**config.mk**
```make
export PLATFORM = sky130hd
export DESIGN_NAME = tcd_out_buf
export DESIGN_NICKNAME = d
export VERILOG_FILES = /design/src/tcd_pkg.sv /design/src/tcd_out_buf.sv
export SDC_FILE = /design/constraint.sdc
export NUM_CORES = 1
export LEC_CHECK = 0
export BUFFER_PORTS_ARGS = -buffer_cell sky130_fd_sc_hd__buf_4
export CAP_MARGIN = 15
export CORE_ASPECT_RATIO = 1.1
export CORE_MARGIN = 2
export CORE_UTILIZATION = 29
export DETAILED_ROUTE_END_ITERATION = 8
export SYNTH_ARGS = -nofsm -noshare
export SYNTH_HDL_FRONTEND = slang
export SYNTH_SLANG_ARGS = --single-unit
```
**constraint.sdc**
```tcl
create_clock -name clk_i -period 3.78 [get_ports clk_i]
set_clock_uncertainty 0.15 [all_clocks]
set_input_delay 0.756 -clock clk_i [delete_from_list [all_inputs] [get_ports clk_i]]
set_output_delay 0.756 -clock clk_i [all_outputs]
set_load 0.1 [all_outputs]
```
**src/tcd_pkg.sv**
```systemverilog
// shared types and constants of the tile change detector
package tcd_pkg;

  localparam int unsigned FramePixels = 307200;
  localparam int unsigned DepthBits   = 16;

  localparam int unsigned AddrW     = 19;
  localparam int unsigned FrameIdxW = $clog2(FramePixels);
  localparam int unsigned DepthW    = 16;
  localparam int unsigned ColorW    = 8;
  localparam int unsigned CsumW     = 10;
  localparam int unsigned DsumW     = 26;
  localparam int unsigned CaccW     = 20;
  localparam int unsigned CfgW      = 26;
  localparam int unsigned CfgIdxW   = 2;

  localparam logic [DepthW-1:0] DepthMask = DepthW'((64'd1 << DepthBits) - 64'd1);
  localparam logic [DsumW-1:0]  DsumMax   = '1;
  localparam logic [CaccW-1:0]  CaccMax   = '1;

  localparam logic [CaccW-1:0] ColorThrRst = CaccW'(8750);
  localparam logic [DsumW-1:0] DepthThrRst = DsumW'(42000);

  typedef enum logic [CfgIdxW-1:0] {
    RegColorThr = 2'd0,
    RegDepthThr = 2'd1,
    RegUseColor = 2'd2,
    RegUseDepth = 2'd3
  } cfg_reg_e;

  typedef struct packed {
    logic [DepthW-1:0] depth;
    logic [CsumW-1:0]  csum;
  } store_entry_t;

  typedef struct packed {
    logic              last;
    logic              in_frame;
    logic              fwd;
    store_entry_t      fwd_data;
    store_entry_t      cur;
    logic [AddrW-1:0]  addr;
  } pix_t;

  typedef struct packed {
    logic [DsumW-1:0] dsum;
    logic [CaccW-1:0] csum;
  } res_t;

endpackage

```
**src/tcd_out_buf.sv**
```systemverilog
// two-entry result buffer between the sums and the output channel
module tcd_out_buf import tcd_pkg::*; (
  input  logic       clk_i,
  input  logic       rst_ni,
  input  logic       push_i,
  input  res_t       data_i,
  output logic       valid_o,
  input  logic       ready_i,
  output res_t       data_o,
  output logic [1:0] count_o
);

  res_t       buf_q [2];
  logic       wr_ptr_q, rd_ptr_q;
  logic [1:0] cnt_q;
  logic       pop;

  assign valid_o = (cnt_q != 2'd0);
  assign pop     = valid_o & ready_i;
  assign data_o  = buf_q[rd_ptr_q];
  assign count_o = cnt_q;

  always_ff @(posedge clk_i) begin
    if (push_i) begin
      buf_q[wr_ptr_q] <= data_i;
    end
  end

  always_ff @(posedge clk_i or negedge rst_ni) begin
    if (!rst_ni) begin
      wr_ptr_q <= 1'b0;
      rd_ptr_q <= 1'b0;
      cnt_q    <= 2'd0;
    end else begin
      if (push_i) begin
        wr_ptr_q <= ~wr_ptr_q;
      end
      if (pop) begin
        rd_ptr_q <= ~rd_ptr_q;
      end
      cnt_q <= cnt_q + 2'(push_i) - 2'(pop);
    end
  end

endmodule

```
==> metrics <==
status finished, final reports clean; global-route usage over all layers 0.0979; yosys warns 0; FF-to-FF End buf_q[0][11]; number of cells on the worst reg-to-reg path 2; drt first-iter violations 87; final hold violation count 0; die width 111 um; WP data required 2.87 ns; unrepaired setup endpoints after global routing no; clock-pin slew on the worst setup and hold paths 0.06 ns; Die Ht 121 um; RR Startpoint wr_ptr_q; H-tree depth 3; Syn Area/Cell ~23 um^2; CTS Buffer Depth 2; Hold Path Class input port to asynchronous set/reset pin; initial antenna violation count 0; Layout area overhead 32.9%; I/O pins 99; Max Slew Vio Count 0; core area between 0.01 and 0.015 mm^2; max frequency roughly 0.34 GHz; setup TNS 0 ns; Worst Path Arrival between 2 and 2.5 ns; hold-fix buffer count after cts 0; share of layout cells above drive strength 1 0.608; Tcrit/Tclk final 0.783; Yosys reg bits 96; Std-Cell Rows 42; Initial Util 0.300; min Tclk post-route 2.96 ns; routed wire length approximately 6400 um; clk sinks 96; detailed placement HPWL 4250 um; # fillers ~1100; fin nets 320; total number of vias 1798; Clock Latency Late Sink 0.33 ns; Final Util 0.398; Post-route DRC 0; Avg WL per Cell between 15 and 20 um; CTS tree built; Placer Congestion 0.649; sequential standard cell area between 0.002 and 0.003 mm^2; Pre-antenna DRT Iters 4; clock root buffer clkbuf_16; multi-input logic area 726 um^2; largest net degree at the start of global routing 30; Syn Nets ~210; register area share after synthesis 0.787; worst hold slack 0.0568 ns; Antenna Nets Post-Route 0; antenna cell count 0; # setup viols final 0; R2R Setup Slk 2.08 ns; first-pass GRT wire length 9680 um; vias in the first global route between 1500 and 2000; number of gates resized after CTS 0; class of the most critical setup path flip-flop to output port; Post-CTS Setup Inserts 0; vias per inst about 4.2; I/O Buffers 98; crit end category output port; max-cap violations 0; Syn Std Cell Area 0.00364 mm^2; GR Overflow Total 0; Slew Limit Headroom 0.595; Mapped Cells 159; die area 0.0135 mm^2; Worst Path Max Fanout 17; worst-margin pin slew approximately 0.61 ns; startpoint types flip-flop; Synth cell types 14; CTS Buf Count 9
## flip-flops by register name, indices dropped and copies added (netlist names)
register	flops
buf_q	92
count_o	2
rd_ptr_q	1
wr_ptr_q	1
## metal layers
metal	global-route usage	routed length, um
met5	0	0
met3	0.0320	379
met2	0.160	3280
met4	0.0656	172
met1	0.109	2580
## cells by family (layout without fill, tap and decap cells)
| family | after synthesis | in the layout | share of synthesized area |
|---|---|---|---|
| adders and majority gates | 2 | 2 | 0.00688 |
| DFF | 96 | 96 | 0.787 |
| xor gates and xnor gates | 4 | 4 | 0.00963 |
| buffers and inverters | 7 | 121 | 0.0158 |
| muxes | 46 | 46 | 0.173 |
| AOI/OAI and AO/OA | 1 | 1 | 0.00206 |
| and+or+nand+nor | 3 | 3 | 0.00516 |
## worst max-delay path, stage by stage (launching register included)
cell and delay [ns]:
dfrtp_2 0.71, buf_4 0.38, mux2_2 0.38, buf_4 0.23
## layout make-up
class | count | area share
Inverter | 2 | 0.00155
Multi-Input combinational cell | 56 | 0.150
Clock buffer | 11 | 0.0482
Sequential cell | 96 | 0.593
Clock inverter | 5 | 0.00492
Tap cell | 154 | 0.0399
Timing Repair Buffer | 103 | 0.163
## Yosys cell counts
cell	count	share of area
and2_1	1	0.0017
buf_2	1	0.0014
buf_6	4	0.012
dfrtp_1	4	0.028
edfxtp_1	92	0.76
ha_1	2	0.0069
inv_1	2	0.0021
mux2_2	16	0.050
mux2_4	30	0.12
nor2b_1	1	0.0017
o21a_1	1	0.0021
or2_2	1	0.0017
xnor2_1	2	0.0048
xor2_1	2	0.0048
## through the flow
step,area (um^2),worst slack (ns),instances
floorplan,3640,0.373,159
global placement,4580,1.12,411
detailed placement,4580,1.12,411
CTS,4830,0.737,427
global route,4830,0.704,427
finish,4830,0.820,427
## placed cells by master, fill, tap and decap left out
master / n
and2_2: 1
buf_12: 1
buf_4: 102
clkbuf_1: 2
clkbuf_16: 9
clkinv_1: 1
clkinv_2: 4
dfrtp_1: 3
dfrtp_2: 1
edfxtp_1: 92
ha_1: 2
inv_1: 2
mux2_2: 16
mux2_4: 30
nor2b_4: 1
o21a_1: 1
or2_2: 1
xnor2_1: 2
xor2_1: 2
## how the worst max path moves through the flow
| stage | startpoint | endpoint | slack (ns) | cells past startpoint |
|---|---|---|---|---|
| after floorplan | push_i | buf_q[0][0] | 0.37 | 1 |
| after global placement | rd_ptr_q | data_o[1] | 1.12 | 3 |
| after detailed placement | rd_ptr_q | data_o[1] | 1.12 | 3 |
| after CTS | rd_ptr_q | data_o[1] | 0.74 | 3 |
| after global routing | rd_ptr_q | data_o[1] | 0.70 | 3 |
| final | rd_ptr_q | data_o[1] | 0.82 | 3 |
Power is left out: the tool's default activity adds up to more than one toggle a clock period on the data nets, which glitch-free logic cannot reach.
