File: src/tcd_pkg.sv
// shared types and constants of the tile change detector
package tcd_pkg;

  localparam int unsigned FramePixels = 307200;
  localparam int unsigned DepthBits   = 16;

  localparam int unsigned AddrW     = 19;
  localparam int unsigned FrameIdxW = $clog2(FramePixels);
  localparam int unsigned DepthW    = 16;
  localparam int unsigned ColorW    = 8;
  localparam int unsigned CsumW     = 10;
  localparam int unsigned DsumW     = 26;
  localparam int unsigned CaccW     = 20;
  localparam int unsigned CfgW      = 26;
  localparam int unsigned CfgIdxW   = 2;

  localparam logic [DepthW-1:0] DepthMask = DepthW'((64'd1 << DepthBits) - 64'd1);
  localparam logic [DsumW-1:0]  DsumMax   = '1;
  localparam logic [CaccW-1:0]  CaccMax   = '1;

  localparam logic [CaccW-1:0] ColorThrRst = CaccW'(8750);
  localparam logic [DsumW-1:0] DepthThrRst = DsumW'(42000);

  typedef enum logic [CfgIdxW-1:0] {
    RegColorThr = 2'd0,
    RegDepthThr = 2'd1,
    RegUseColor = 2'd2,
    RegUseDepth = 2'd3
  } cfg_reg_e;

  typedef struct packed {
    logic [DepthW-1:0] depth;
    logic [CsumW-1:0]  csum;
  } store_entry_t;

  typedef struct packed {
    logic              last;
    logic              in_frame;
    logic              fwd;
    store_entry_t      fwd_data;
    store_entry_t      cur;
    logic [AddrW-1:0]  addr;
  } pix_t;

  typedef struct packed {
    logic [DsumW-1:0] dsum;
    logic [CaccW-1:0] csum;
  } res_t;

endpackage

File: src/tcd_diff_accum.sv
// absolute differences against the previous frame and saturating tile sums
module tcd_diff_accum import tcd_pkg::*; (
  input  logic         clk_i,
  input  logic         rst_ni,
  input  logic         valid_i,
  input  pix_t         pix_i,
  input  store_entry_t rd_data_i,
  output logic         push_o,
  output res_t         res_o
);

  store_entry_t      prev;
  logic [DepthW-1:0] ddiff;
  logic [CsumW-1:0]  cdiff;
  logic [DsumW:0]    dsum_wide;
  logic [CaccW:0]    csum_wide;
  logic [DsumW-1:0]  dsum_sat;
  logic [CaccW-1:0]  csum_sat;
  logic [DsumW-1:0]  dacc_q, dacc_d;
  logic [CaccW-1:0]  cacc_q, cacc_d;

  always_comb begin
    if (!pix_i.in_frame) begin
      prev = '0;
    end else if (pix_i.fwd) begin
      prev = pix_i.fwd_data;
    end else begin
      prev = rd_data_i;
    end
  end

  assign ddiff = (pix_i.cur.depth > prev.depth) ? pix_i.cur.depth - prev.depth
                                                : prev.depth - pix_i.cur.depth;
  assign cdiff = (pix_i.cur.csum > prev.csum) ? pix_i.cur.csum - prev.csum
                                              : prev.csum - pix_i.cur.csum;

  assign dsum_wide = {1'b0, dacc_q} + (DsumW+1)'(ddiff);
  assign csum_wide = {1'b0, cacc_q} + (CaccW+1)'(cdiff);
  assign dsum_sat  = dsum_wide[DsumW] ? DsumMax : dsum_wide[DsumW-1:0];
  assign csum_sat  = csum_wide[CaccW] ? CaccMax : csum_wide[CaccW-1:0];

  always_comb begin
    dacc_d = dacc_q;
    cacc_d = cacc_q;
    if (valid_i) begin
      dacc_d = pix_i.last ? '0 : dsum_sat;
      cacc_d = pix_i.last ? '0 : csum_sat;
    end
  end

  always_ff @(posedge clk_i or negedge rst_ni) begin
    if (!rst_ni) begin
      dacc_q <= '0;
      cacc_q <= '0;
    end else begin
      dacc_q <= dacc_d;
      cacc_q <= cacc_d;
    end
  end

  assign push_o     = valid_i & pix_i.last;
  assign res_o.dsum = dsum_sat;
  assign res_o.csum = csum_sat;

endmodule

File: config.mk
export PLATFORM = sky130hd
export DESIGN_NAME = tcd_diff_accum
export DESIGN_NICKNAME = d
export VERILOG_FILES = /design/src/tcd_pkg.sv /design/src/tcd_diff_accum.sv
export SDC_FILE = /design/constraint.sdc
export NUM_CORES = 1
export LEC_CHECK = 0
export BUFFER_PORTS_ARGS = -buffer_cell sky130_fd_sc_hd__buf_4
export CAP_MARGIN = 20
export CORE_MARGIN = 8
export CORE_UTILIZATION = 55
export DETAILED_ROUTE_END_ITERATION = 8
export HOLD_SLACK_MARGIN = 0.08
export PLACE_DENSITY = 0.81
export SYNTH_ARGS = -nofsm -noshare
export SYNTH_HDL_FRONTEND = slang
export SYNTH_SLANG_ARGS = --single-unit
export TNS_END_PERCENT = 50
File: constraint.sdc
create_clock -name clk_i -period 19.53 [get_ports clk_i]
set_clock_uncertainty 0.2 [all_clocks]
set_input_delay 1.953 -clock clk_i [delete_from_list [all_inputs] [get_ports clk_i]]
set_output_delay 1.953 -clock clk_i [all_outputs]
set_load 0.03 [all_outputs]
==> run summary, run 1 <==
# port buffers: 130
Register area share after synthesis: 17.2%
Crit path max-delay family: compound AO/OA/AOI/OAI gates
Final Setup Violations: 0
Final min period: 11.02 ns
Hold WC Path Type: register to register
Synth cell types: 77
Pwr/cell area: 125 nW/µm²
Detailed placement HPWL: 13.8 mm
Layout cell share with drive strength beyond 1: 19.9%
WS Path Type: primary input to primary output
Fin nets: 1135
Postcts setup bufs: 0
Clock sink count: 46
Clock Latency Late Sink: 0.29 ns
Slew Limit Fails: 0
Synth Cell Area: 6690 µm²
Fin crit share: 56.4%
Antenna-violating nets left: 0
Share of the synthesized area in the top cell type: 17.2%
Leak: 4.05 nW
Clock Tree Root: clkbuf_16
H-tree depth: 2
Post-synth EDFFs: 0
M1 WL: 7.73 mm
Synth Area in Adders: 16.2%
Resized cells post-CTS: 0
Complex-gate fraction of the synthesized area: 31.0%
Maxcap violations: 0
Combinational family with the most area after synthesis: compound AO/OA/AOI/OAI gates
CTS buffer count: 5
Startpoint Class: primary input
DR WL/cell: 16.0 µm
Vert. Die Dim: 126 µm
Post-CTS Hold Fix Bufs: 0
Simple-Gate Fraction of Synth Area: 15.6%
Setup slack at placement: 8.59 ns
CP max-delay cell: a21oi_2
Worst VDD drop: 0.000158 V
Post-Synth XOR/XNOR Area: 5.63%
Critical Path RT: 17.38 ns
Rel. slew slack: 28.0%
Die ar.: 15900 µm²
Initial antenna violation count: 0
I/O Pins: 150
Core area: 12000 µm²
Outcome: complete, no violations
Area Overhead vs Synth: 17.0%
Antenna fix cells: 0
Horiz. Die Dim: 126 µm
Largest net degree at the start of global routing: 47
Buf+Inv Stages, Crit Path: 3
DR pass1 iterations: 5
Hold Violations, Final: 0
Asr flop ratio synth: 100%
Mux cell area share after synthesis: 6.70%
CP Cell Sequence: buf_4 > mux2_2 > nand2_1 > inv_1 > ha_1 > nand2_1 > o21ai_0 > a221oi_2 > a21oi_2 > mux2i_1 > a221oi_1 > xnor2_1 > ha_1 > a21o_1 > a21o_1 > a221oi_1 > a32o_2 > or3_1 > o21ai_0 > buf_4
Highest Signal Layer: met4
First-pass GRT wire length: 29.1 mm
Synth Warn #: 0
Num rows: 40
Number of global-route vias before repair: 6340
Top cells by area, synth: dfrtp_1 17%, ha_1 14%, mux2_2 5.1%
Setup TNS: 0 ns
Peak fanout along the critical path: 26
Tot GR Track Use: 21.5%
CTS tree: built
Final Power: 0.981 mW
Synth Net Count: 1041
Met3 Wirelength: 850 µm
Cells after Synth: 855
Filler cells: 1085
Total wire length: 17.6 mm
Post-synthesis register bit count: 46
Gpl congestion: 0.918
Via density per instance: 5.98
Fmax: 90.8 MHz
Clock buffer depth: 2
Post-route worst setup slack: 8.51 ns
Slew @ Worst Pin: 1.08 ns
Number of remaining DRC errors: 0
Starting Density: 55.9%
CP max stage delay: 0.89 ns
Post-synth top flop: dfrtp_1
Detailed router's first-iteration violation count: 409
CP endpoint kind: primary output
Unrepaired setup endpoints after global routing: no
Yosys top cell by area: dfrtp_1
WL met2: 8.74 mm
DR vias: 6561
Syn avg cell area: 7.82 µm²
Crit path DAT: 8.86 ns
Total gr overflow: 0
Clk slew on worst S/H paths: 0.06 ns
==> layer usage <==
metal	vias to the layer above	global-route usage (%)
met5	-	0
met4	0	4.88
met3	29	3.50
met2	178	38.6
met1	3070	26.2
li1	3284	-
==> layout by cell type, fill, tap and decap left out, drive strengths merged, types with 10 or more instances in the layout <==
cell and n:
a21o 39, nand3 13, nor3 22, xor2 14, o21bai 10, a211oi 14
mux2 30, a21oi 68, buf 131, nand2 84, a22o 23, inv 81
ha 77, o21a 13, mux2i 11, o211ai 10, and3 10, dfrtp 46
nor2 39, o21ai 49, xnor2 29
==> per-stage QoR <==
step           utilization (%)  area (µm²)  std cells  hold WS [ns]
5_1_grt                   65.4        7820       1097         0.329
3_3_place_gp              63.9        7650       1088         0.285
2_1_floorplan                -        6690        855         0.256
3_5_place_dp              63.9        7650       1088         0.286
4_1_cts                   65.2        7790       1096         0.297
6_report                  65.4        7820       1097         0.303
==> cell families after synthesis <==
group / count (synthesis)
compound gates: 297
simple gates: 219
buf+inv: 126
fa+ha+maj: 83
flops: 46
xor+xnor: 43
mux: 41
==> flip-flops by register name, indices dropped and copies added, names as in the netlist <==
register  flops
cacc_q       20
dacc_q       26
==> cells in the mapped netlist, drive strengths merged, types with 23 or more instances <==
cell type,count
o21ai,49
mux2,30
a21o,39
nand2,84
a22o,23
a21oi,68
nor2,39
inv,81
dfrtp,46
xnor2,29
ha,77
==> where the power goes <==
group | total [mW] | internal (mW) | switching (mW)
Sequential | 0.143 | 0.122 | 0.0215
Clock | 0.0883 | 0.0509 | 0.0375
Combinational | 0.749 | 0.296 | 0.453
Total | 0.981 | 0.469 | 0.512
==> path summary, 6_finish.rpt <==
| path | start | end | slack (ns) | cells past startpoint |
|---|---|---|---|---|
| worst min-delay path | dacc_q[25]$_DFFE_PN0P_ | dacc_q[25]$_DFFE_PN0P_ | 0.30 | 1 |
| max in group asynchronous | rst_ni | dacc_q[12]$_DFFE_PN0P_ | 17.25 | 1 |
| min in group asynchronous | rst_ni | cacc_q[18]$_DFFE_PN0P_ | 1.47 | 1 |
| worst max-delay path | pix_i[71] | res_o[26] | 8.51 | 20 |
| worst max register to register | dacc_q[11]$_DFFE_PN0P_ | dacc_q[6]$_DFFE_PN0P_ | 15.80 | 8 |
| worst min register to register | dacc_q[25]$_DFFE_PN0P_ | dacc_q[25]$_DFFE_PN0P_ | 0.30 | 1 |
==> area by class of cell <==
cell class / instances / area [µm²] / share of cell area [%]
timing repair buffer: 131 / 1000 / 12.8
tap: 147 / 184 / 2.35
clock buffer: 7 / 143 / 1.82
clock inverter: 1 / 5.00 / 0.0640
sequential: 46 / 1150 / 14.7
inverter: 82 / 308 / 3.93
multi-input combinational: 683 / 5030 / 64.3
Note: power is estimated with default switching activity, not from simulation.
==> run 2, diff against run 1 <==
- CORE_UTILIZATION: 55 -> 51
- PLACE_DENSITY: 0.81 -> 0.79
- clock period: 19.53 -> 9.8 ns (I/O delays scaled with it)
==> run summary, run 2 (same netlist as run 1, synthesis figures left out) <==
Rel. slew slack: 34.3%
Initial antenna violation count: 0
Post-route worst setup slack: 1.61 ns
Regs by FF count: dacc_q: 26 flops, cacc_q: 20 flops
DR WL/cell: 15.8 µm
Clock buffer depth: 2
Outcome: complete, no violations
Post-CTS Hold Fix Bufs: 0
Detailed placement HPWL: 13.8 mm
WS Path Type: primary input to primary output
Detailed router's first-iteration violation count: 479
Non-Filler Instances: 1129
Total wire length: 17.8 mm
CP max stage delay: 0.56 ns
CP Cell Sequence: buf_4 > mux2_2 > nand2_1 > inv_1 > ha_1 > nand2_1 > o21ai_0 > a221oi_2 > a21oi_2 > mux2i_1 > a221oi_1 > xnor2_1 > ha_1 > a21o_1 > a21o_1 > a221oi_1 > a32o_2 > or3_1 > buf_4 > nand2_1 > buf_4
Met1 Resource Use GR: 25.3%
Most frequent cells in the layout: 133 x buf_4, 84 x nand2_1, 81 x inv_1
Leak: 4.07 nW
Hold slack: 0.299 ns
Largest net degree at the start of global routing: 47
Clock Tree Root: clkbuf_16
Clk slew on worst S/H paths: 0.06 ns
Starting Density: 51.3%
Unrepaired setup endpoints after global routing: no
Max FFs per register: 26
Clock sink count: 46
Fin crit share: 83.6%
Number of remaining DRC errors: 0
Gpl congestion: 0.926
Total gr overflow: 0
Vert. Die Dim: 131 µm
H-tree depth: 2
Hold Violations, Final: 0
DR pass1 iterations: 5
Die ar.: 17000 µm²
Horiz. Die Dim: 131 µm
Commonest non-fill, non-tap cell in the layout: buf_4
# port buffers: 130
Setup TNS: 0 ns
Peak fanout along the critical path: 26
Fin nets: 1138
Crit path DAT: 7.01 ns
Setup slack at placement: 1.67 ns
Antenna-violating nets left: 0
Finished Core Util: 60.5%
CP endpoint kind: primary output
Tot GR Track Use: 20.7%
Antenna fix cells: 0
Final Setup Violations: 0
Slew @ Worst Pin: 0.979 ns
Layout cell share with drive strength beyond 1: 20.0%
DR vias: 6558
Number of global-route vias before repair: 6356
Post-Place Cells: 1120
Met3 global-route usage: 2.92%
Hold WC Path Type: register to register
Slew Limit Fails: 0
Reg with most FFs: dacc_q
Startpoint Class: primary input
Maxcap violations: 0
Worst VDD drop: 0.000299 V
CP max-delay cell: a21oi_2
Core area: 13000 µm²
Critical Path RT: 8.62 ns
CTS buffer count: 5
Resized cells post-CTS: 0
Fmax: 122 MHz
First-pass GRT wire length: 29.2 mm
Clock Latency Late Sink: 0.29 ns
CTS tree: built
Final min period: 8.19 ns
Grt peak-use layer: met2
Num rows: 42
Via density per instance: 5.81
Pwr/cell area: 249 nW/µm²
Area Overhead vs Synth: 17.8%
I/O Pins: 150
Postcts setup bufs: 0
Met2 usage: 37.6%
## run 2: layout make-up
type,instances,area (µm²)
clock inverter,1,5.00
sequential,46,1150
inverter,82,308
clock buffer,7,143
tap,176,220
multi-input combinational,683,5030
fill,1238,5150
timing repair buffer,134,1030
## run 2: final timing paths
check	startpoint	to	slack, ns	depth (start not counted)
max in group asynchronous	rst_ni	dacc_q[10]$_DFFE_PN0P_	8.48	1
hold reg to reg	dacc_q[25]$_DFFE_PN0P_	dacc_q[25]$_DFFE_PN0P_	0.30	1
setup reg to reg	dacc_q[0]$_DFFE_PN0P_	dacc_q[22]$_DFFE_PN0P_	6.37	11
hold / removal	dacc_q[25]$_DFFE_PN0P_	dacc_q[25]$_DFFE_PN0P_	0.30	1
min in group asynchronous	rst_ni	cacc_q[18]$_DFFE_PN0P_	0.49	1
setup / recovery	pix_i[71]	res_o[27]	1.61	21
## run 2: layer usage
| metal | up-vias | wire (µm) | part of all wire [%] |
|---|---|---|---|
| met1 | 3062 | 7820 | 44 |
| met3 | 26 | 767 | 4.3 |
| met2 | 165 | 8920 | 50 |
| met4 | 0 | 276 | 1.6 |
| li1 | 3305 | - | - |
| met5 | - | 0 | 0 |
## run 2: power breakdown
group	switching [mW]	leakage, nW	internal (mW)	total, mW
Sequential	0.0426	0.611	0.243	0.285
Combinational	0.909	3.38	0.592	1.50
Clock	0.0765	0.0739	0.101	0.178
## run 2: metrics by stage
stage | instance area [µm²] | power, mW
after floorplan | 6690 | 1.34
after global placement | 7700 | 1.76
after detailed placement | 7700 | 1.77
after CTS | 7850 | 1.96
after global routing | 7880 | 2.12
final | 7880 | 1.96
## run 2: worst max-delay path: cells and delay by family
kind,cells,cell delay (ns)
AOI/OAI and AO/OA,8,2.56
and+or+nand+nor,4,0.69
adders and majority gates,2,0.82
buffers and inverters,4,0.85
xor gates and xnor gates,1,0.23
muxes,2,0.84
